## config.mk

```make
export PLATFORM = sky130hd
export DESIGN_NAME = exact_integer_square_root
export DESIGN_NICKNAME = d
export VERILOG_FILES = /design/src/rtl/core/esqrt_pkg.sv /design/src/rtl/core/esqrt_cell.sv /design/src/rtl/core/esqrt_check.sv /design/src/rtl/core/exact_integer_square_root.sv
export SDC_FILE = /design/constraint.sdc
export NUM_CORES = 2
export LEC_CHECK = 0
export BUFFER_PORTS_ARGS = -buffer_cell sky130_fd_sc_hd__buf_4
export CAP_MARGIN = 20
export CORE_ASPECT_RATIO = 1.5
export CORE_UTILIZATION = 45
export CTS_BUF_LIST = sky130_fd_sc_hd__clkbuf_4
export CTS_CLUSTER_SIZE = 40
export DETAILED_ROUTE_END_ITERATION = 10
export PLACE_DENSITY = 0.61
export REMOVE_ABC_BUFFERS = 1
export SLEW_MARGIN = 15
export SYNTH_ARGS = -nofsm -noshare
export SYNTH_HDL_FRONTEND = slang
export SYNTH_SLANG_ARGS = --single-unit
```

## constraint.sdc

```tcl
create_clock -name clk -period 48.6 [get_ports clk]
set_input_delay 9.72 -clock clk [delete_from_list [all_inputs] [get_ports clk]]
set_output_delay 9.72 -clock clk [all_outputs]
set_load 0.005 [all_outputs]
```

## src/rtl/core/esqrt_pkg.sv

```systemverilog
`timescale 1ns / 1ps
// Shared constants for the exact integer square root block.
package esqrt_pkg;

    localparam int VALUE_WIDTH = 32;
    localparam int ROOT_WIDTH  = 16;

endpackage

```

## src/rtl/core/esqrt_cell.sv

```systemverilog
`timescale 1ns / 1ps
// One restoring square root cell: resolves one root bit and registers the partial result.
module esqrt_cell #(
    parameter int WIDTH = 32,
    parameter int SHIFT = 30
) (
    input  logic             clk,
    input  logic             rst_n,
    input  logic             advance,
    input  logic             in_valid,
    input  logic             in_neg,
    input  logic [WIDTH-1:0] in_x,
    input  logic [WIDTH-1:0] in_rem,
    input  logic [WIDTH-1:0] in_res,
    output logic             out_valid,
    output logic             out_neg,
    output logic [WIDTH-1:0] out_x,
    output logic [WIDTH-1:0] out_rem,
    output logic [WIDTH-1:0] out_res
);

    localparam logic [WIDTH:0] BIT = (WIDTH + 1)'(1) << SHIFT;

    logic             valid_reg;
    logic             neg_reg;
    logic [WIDTH-1:0] x_reg;
    logic [WIDTH-1:0] rem_reg;
    logic [WIDTH-1:0] res_reg;
    logic [WIDTH-1:0] rem_next;
    logic [WIDTH-1:0] res_next;
    logic [WIDTH:0]   trial;

    always_comb
    begin
        trial = {1'b0, in_res} + BIT;
        if ({1'b0, in_rem} >= trial)
        begin
            rem_next = in_rem - trial[WIDTH-1:0];
            res_next = (in_res >> 1) + BIT[WIDTH-1:0];
        end
        else
        begin
            rem_next = in_rem;
            res_next = in_res >> 1;
        end
    end

    always_ff @(posedge clk or negedge rst_n)
    begin
        if (!rst_n)
        begin
            valid_reg <= 1'b0;
        end
        else if (advance)
        begin
            valid_reg <= in_valid;
        end
    end

    always_ff @(posedge clk)
    begin
        if (advance)
        begin
            neg_reg <= in_neg;
            x_reg   <= in_x;
            rem_reg <= rem_next;
            res_reg <= res_next;
        end
    end

    assign out_valid = valid_reg;
    assign out_neg   = neg_reg;
    assign out_x     = x_reg;
    assign out_rem   = rem_reg;
    assign out_res   = res_reg;

endmodule

```

## src/rtl/core/esqrt_check.sv

```systemverilog
`timescale 1ns / 1ps
// Exactness check: squares the floor root, compares with the operand and holds the result.
module esqrt_check #(
    parameter int DATA_WIDTH = 32,
    parameter int RW         = 16
) (
    input  logic                  clk,
    input  logic                  rst_n,
    input  logic                  advance,
    input  logic                  in_valid,
    input  logic                  in_neg,
    input  logic [DATA_WIDTH-1:0] in_x,
    input  logic [DATA_WIDTH-1:0] in_res,
    output logic                  out_valid,
    output logic [RW-1:0]         out_root,
    output logic                  out_hit
);

    logic            valid_reg;
    logic [RW-1:0]   root_reg;
    logic            hit_reg;
    logic [RW-1:0]   root_in;
    logic [2*RW-1:0] square;
    logic [2*RW-1:0] x_wide;
    logic            hit_next;
    logic [RW-1:0]   root_next;

    always_comb
    begin
        root_in   = in_res[RW-1:0];
        square    = (2 * RW)'(root_in) * (2 * RW)'(root_in);
        x_wide    = (2 * RW)'(in_x);
        hit_next  = !in_neg && (square == x_wide);
        root_next = hit_next ? root_in : '0;
    end

    always_ff @(posedge clk or negedge rst_n)
    begin
        if (!rst_n)
        begin
            valid_reg <= 1'b0;
        end
        else if (advance)
        begin
            valid_reg <= in_valid;
        end
    end

    always_ff @(posedge clk)
    begin
        if (advance)
        begin
            root_reg <= root_next;
            hit_reg  <= hit_next;
        end
    end

    assign out_valid = valid_reg;
    assign out_root  = root_reg;
    assign out_hit   = hit_reg;

endmodule

```

## src/rtl/core/exact_integer_square_root.sv

```systemverilog
`timescale 1ns / 1ps
// Exact integer square root: a chain of restoring cells followed by a square-and-compare stage.
// Each cell of the chain resolves one root bit.
// Throughput: one transaction per cycle unless out_stall holds a finished result.
// The whole chain freezes while a finished result waits under out_stall.
// Reset clears the valid bits of every stage; payload registers are not reset.
module exact_integer_square_root #(
    parameter int DATA_WIDTH = 32
) (
    input  logic                                 clk,
    input  logic                                 rst_n,
    input  logic                                 in_valid,
    output logic                                 in_stall,
    input  logic signed [esqrt_pkg::VALUE_WIDTH-1:0] value,
    output logic                                 out_valid,
    input  logic                                 out_stall,
    output logic [esqrt_pkg::ROOT_WIDTH-1:0]     root,
    output logic                                 is_square
);

    localparam int NSTEPS = (DATA_WIDTH + 1) / 2;
    localparam int TOP    = 2 * (NSTEPS - 1);
    localparam int VW     = esqrt_pkg::VALUE_WIDTH;
    localparam int OW     = esqrt_pkg::ROOT_WIDTH;

    logic                  advance;
    logic [DATA_WIDTH+VW-1:0] value_ext;
    logic [DATA_WIDTH-1:0] operand;

    logic                  st_valid [0:NSTEPS];
    logic                  st_neg   [0:NSTEPS];
    logic [DATA_WIDTH-1:0] st_x     [0:NSTEPS];
    logic [DATA_WIDTH-1:0] st_rem   [0:NSTEPS];
    logic [DATA_WIDTH-1:0] st_res   [0:NSTEPS];

    logic [NSTEPS-1:0]     chk_root;
    logic                  chk_hit;
    logic [NSTEPS+OW-1:0]  root_ext;

    // hold the chain while the result is stalled
    assign advance  = !(out_valid && out_stall);
    assign in_stall = !advance;

    assign value_ext = {DATA_WIDTH'(0), value};
    assign operand   = value_ext[DATA_WIDTH-1:0];

    assign st_valid[0] = in_valid;
    assign st_neg[0]   = operand[DATA_WIDTH-1];
    assign st_x[0]     = operand;
    assign st_rem[0]   = operand;
    assign st_res[0]   = '0;

    for (genvar i = 0; i < NSTEPS; i++)
    begin : g_cell
        esqrt_cell #(
            .WIDTH (DATA_WIDTH),
            .SHIFT (TOP - 2 * i)
        ) u_cell (
            .clk       (clk),
            .rst_n     (rst_n),
            .advance   (advance),
            .in_valid  (st_valid[i]),
            .in_neg    (st_neg[i]),
            .in_x      (st_x[i]),
            .in_rem    (st_rem[i]),
            .in_res    (st_res[i]),
            .out_valid (st_valid[i+1]),
            .out_neg   (st_neg[i+1]),
            .out_x     (st_x[i+1]),
            .out_rem   (st_rem[i+1]),
            .out_res   (st_res[i+1])
        );
    end

    esqrt_check #(
        .DATA_WIDTH (DATA_WIDTH),
        .RW         (NSTEPS)
    ) u_check (
        .clk       (clk),
        .rst_n     (rst_n),
        .advance   (advance),
        .in_valid  (st_valid[NSTEPS]),
        .in_neg    (st_neg[NSTEPS]),
        .in_x      (st_x[NSTEPS]),
        .in_res    (st_res[NSTEPS]),
        .out_valid (out_valid),
        .out_root  (chk_root),
        .out_hit   (chk_hit)
    );

    assign root_ext  = {OW'(0), chk_root};
    assign root      = root_ext[OW-1:0];
    assign is_square = chk_hit;

endmodule

```

**Word-level counts from Yosys, hierarchy flattened**

Cells that the tools add are included.
W data, S select, Z words.

- $add $sub $neg: 45
- Multiply operators: 1
- Magnitude comparators: 16
- Equality and inequality tests: 1
- Mux-type cells: 31
- Reduce and logical (&&, ||, !) cells: 3

Operator list:

| kind | number |
|---|---|
| $ge A32 B33 Y1 | 15 |
| $mux W32 | 15 |
| $mux W31 | 15 |
| $sub A32 B32 Y32 | 14 |
| $add A32 B1 Y33 const B | 1 |
| $add A32 B11 Y33 const B | 1 |
| $add A32 B13 Y33 const B | 1 |
| $add A32 B15 Y33 const B | 1 |
| $add A32 B17 Y33 const B | 1 |
| $add A32 B19 Y33 const B | 1 |
| $add A32 B21 Y33 const B | 1 |
| $add A32 B23 Y33 const B | 1 |
| $add A32 B25 Y33 const B | 1 |
| $add A32 B27 Y33 const B | 1 |
| $add A32 B29 Y33 const B | 1 |
| $add A32 B3 Y33 const B | 1 |
| $add A32 B5 Y33 const B | 1 |
| $add A32 B7 Y33 const B | 1 |
| $add A32 B9 Y33 const B | 1 |
| $add A31 B11 Y32 const B | 1 |
| $add A31 B13 Y32 const B | 1 |
| $add A31 B15 Y32 const B | 1 |
| $add A31 B17 Y32 const B | 1 |
| $add A31 B19 Y32 const B | 1 |
| 17 further kinds | 18 |

- Register bits: 1538
- Input port bits: 36
- Output and inout port bits: 19
- Word-level logic and storage cells: 193

**Depth between registers and ports, before layout**

- Depth in word-level cells: 3
- Gate-level depth with buffers: 26
- Depth with buffers taken out: 22

**Hierarchy**

A second synthesis with hierarchy kept.

- Cell total of the unflattened synthesis: 9242
- Area, all modules: 100776.7 sq um

Modules (own cells, without submodules):

| module | instances | cells an instance | area each (sq um) |
|---|---|---|---|
| esqrt_check | 1 | 971 | 8668.3 |
| esqrt_cell at g_cell[14].u_cell | 1 | 594 | 6402.4 |
| esqrt_cell at g_cell[13].u_cell | 1 | 587 | 6334.8 |
| esqrt_cell at g_cell[12].u_cell | 1 | 585 | 6153.4 |
| esqrt_cell at g_cell[15].u_cell | 1 | 549 | 6073.3 |
| esqrt_cell at g_cell[11].u_cell | 1 | 571 | 5973.2 |
| esqrt_cell at g_cell[10].u_cell | 1 | 545 | 5918.2 |
| esqrt_cell at g_cell[8].u_cell | 1 | 532 | 5775.5 |
| esqrt_cell at g_cell[9].u_cell | 1 | 527 | 5764.3 |
| esqrt_cell at g_cell[6].u_cell | 1 | 515 | 5649.2 |
| esqrt_cell at g_cell[4].u_cell | 1 | 473 | 5642.9 |
| esqrt_cell at g_cell[7].u_cell | 1 | 523 | 5639.2 |
| esqrt_cell at g_cell[2].u_cell | 1 | 437 | 5479.0 |
| esqrt_cell at g_cell[5].u_cell | 1 | 488 | 5474.0 |
| 4 more rows | n/a | n/a | n/a |

**Least setup slack after synthesis**

OpenSTA, ideal clock, no wires.

- Path type: input port to output port
- Start point: input out_stall
- End point: output in_stall
- Arrival: 35.635 ns
- Required time: 38.880 ns
- Setup slack: 3.245 ns
- Stages on the path: 3
- Path through: nand2_1 clkbuf_1 inv_1

- Longest elaborated chain between the ends: 1

RTL lines:

| what | RTL line | source |
|---|---|---|
| start, declared | exact_integer_square_root.sv:16 | `input logic out_stall,` |
| $logic_and A1 B1 Y1 | exact_integer_square_root.sv:41 | `assign advance = !(out_valid && out_stall);` |
| end, declared | exact_integer_square_root.sv:13 | `output logic in_stall,` |

Every way passes these cells.

**Worst setup path after layout**

Same ends and word-level chain as after synthesis.

==> key figures <==
Layout
  – Multi-input logic area: 16300 sq um
  – Final nets: 4097
  – Layout area overhead: 10.5%
  – Layout cells sized above 1: 12.6%
  – Layout fillers: 8749
  – Register Area: 27600 sq um

Synth
  – EDFF count, synth: 905
  – Top cells by count, synth: 905 x edfxtp_1, 409 x inv_1, 252 x nand2_1
  – Synthesized area: 45600 sq um
  – Synth area leader: edfxtp_1
  – Yosys cell types: 81
  – Ys async rst share: 1.84%
  – Synth Flop Type: edfxtp_1
  – Top cells by area, synth: edfxtp_1 60%, fa_1 7.2%, ha_1 6.7%, inv_1 3.4%, xnor2_1 2.1%
  – Most frequent cell after synthesis: edfxtp_1
  – Synth warnings: 0
  – Mean Syn Cell Area: 13.3 sq um
  – Sequential share of the synthesized area: 60.5%
  – Post-synthesis sequential element count: 922
  – Synth top area share: 59.5%
  – Syn Inst Count: 3422

GRT
  – Initial antenna violation count: 2
  – First-pass GRT wire length: 139000 um
  – Met3 usage: 3.72%
  – Grt peak-use layer: met2
  – Met1 Usage GRT: 15.3%
  – Largest net degree at the start of global routing: 194
  – Vias in the first global route: 27931
  – Global Route Usage Sum: 17.6%
  – Grt total ovfl: 0
  – Met2 global-route usage: 35.4%

CTS
  – Hold Buf Count CTS: 0
  – Clk slew on worst S/H paths: 0.06 ns
  – Clk sinks: 922
  – CTS root buf: clkbuf_4
  – Post-cts resize count: 0
  – CTS buffer count: 210
  – Post CTS Setup Buffer Count: 0
  – CTS tree: yes
  – H-tree Lvls: 4
  – Clk_lat worst skew: 1.16 ns
  – Maximum buffer depth of the clock tree: 3

Detailed routing
  – Vias per inst: 5.17
  – DRT iter0 DRCs: 1086
  – Drt pass-1 iters: 7
  – Post-DRT Antenna Nets: 0
  – Drt drc: 0
  – Routed wire per std cell: 16.9 um
  – Routed wire length: 86700 um
  – Vias: 26466

Floorplanning
  – Die Wd: 262 um
  – Row Count: 142
  – Die height: 392 um
  – Initial Util: 45.5%
  – Die area: 103000 sq um
  – Core area: 100000 sq um
  – # IOs: 55

Timing
  – Max Clock Skew: 0.0910 ns
  – Number of setup violations in the final report: 0
  – RSZ-0062 raised after global routing: false
  – Fin crit share: 41.6%
  – Slew @ Worst Pin: 1.06 ns
  – Fmax: 49.5 MHz
  – Min cycle time layout: 20.20 ns
  – Sum Neg Setup Slack: 0 ns
  – Max-slew violations: 0
  – Relative slew slack: 29.3%
  – Hold Vio Cnt, Final: 0

Setup path
  – Setup crit end kind: output pin
  – CP max FO: 34
  – R2R Setup Slk: 40.28 ns
  – Worst Path Arrival: 10.48 ns
  – Setup crit start kind: primary input
  – Worst Setup Path Type: in2out
  – CP required: 38.88 ns

Place
  – PortBufs: 54
  – HPWL Detailed: 64100 um
  – RD Place Congestion: 0.899

Run
  – Max cap viols: 0

Status
  – Status: finished clean

Hold path
  – Hold/Removal Path Class: reg2reg
==> routing by layer <==
metal	vias to the layer above	wire, um
li1	12919	-
met1	12729	28100
met5	-	0
met2	550	50700
met3	268	3160
met4	0	4700
==> registers in the layout, indices dropped and copies added (netlist names) <==
register and cells:
u_check.out_valid 1, g_cell.u_cell.out_x 272, u_check.out_hit 1, g_cell.u_cell.out_rem 480
u_check.out_root 16, g_cell.u_cell.out_valid 16, g_cell.u_cell.out_res 136
==> cell type report <==
class | count | share of cell area (%)
Antenna cell | 10 | 0.0496
Inverter | 416 | 3.10
Timing Repair Buffer | 77 | 1.23
Clock buffer | 302 | 4.50
Sequential cell | 922 | 54.7
Clock inverter | 74 | 0.935
Multi-Input combinational cell | 2026 | 32.3
Tap cell | 1296 | 3.22
==> worst max-delay path: stages <==
cell     delay, ns
buf_4         0.12
nand2_4       0.34
inv_1         0.13
buf_4         0.16
==> worst paths after layout <==
path,startpoint,endpoint,cells past startpoint
worst max register to register,g_cell[15].u_cell.out_res[5],u_check.out_root[10],20
worst max-delay path,out_stall,in_stall,4
worst min register to register,g_cell[13].u_cell.out_x[29],g_cell[14].u_cell.out_x[29],0
worst min-delay path,g_cell[13].u_cell.out_x[29],g_cell[14].u_cell.out_x[29],0
min in group asynchronous,rst_n,g_cell[8].u_cell.out_valid,1
max in group asynchronous,rst_n,g_cell[11].u_cell.out_valid,1
==> cell families after synthesis <==
kind of cell               share of synthesized area, %
xor gates and xnor gates                           4.31
AOI/OAI and AO/OA                                  6.70
adders and majority gates                          13.9
DFF                                                60.5
muxes                                              1.06
and+or+nand+nor                                    9.60
buffers and inverters                              3.96
==> through the flow <==
step	utilization, %	std cells	setup slack (ns)	hold WS, ns	cell area, sq um
2_1_floorplan	-	3364	8.93	0.400	45400
3_3_place_gp	47.6	4735	28.34	0.400	47700
3_5_place_dp	47.6	4735	28.36	0.405	47700
4_1_cts	50.3	5111	28.36	0.340	50400
5_1_grt	50.3	5122	28.32	0.363	50400
6_report	50.3	5123	28.40	0.334	50400
==> cells in the final DEF (no fill, tap or decap), drive strengths merged, types with 7 or more instances in the layout <==
cell / instances
nor2: 198
o21bai: 8
or4: 12
a21o: 43
o31ai: 24
o21ai: 135
o21a: 35
mux2i: 10
a21oi: 125
nand2: 252
ha: 243
and3: 24
o2111ai: 8
and2: 7
xor2: 110
nand2b: 38
nor4b: 12
nand4: 39
a2111oi: 8
clkinv: 66
nand3b: 10
a31oi: 15
nor4: 95
fa: 165
or2: 12
nor3: 78
nor2b: 23
or3: 29
diode: 10
edfxtp: 905
buf: 76
a211oi: 13
xnor2: 112
inv: 417
dfrtp: 17
o211ai: 11
clkbuf: 303
nand3: 27
mux2: 34
Power is not shown: default switching activity piles up to over one toggle a cycle in this logic, so the estimate is an artifact.
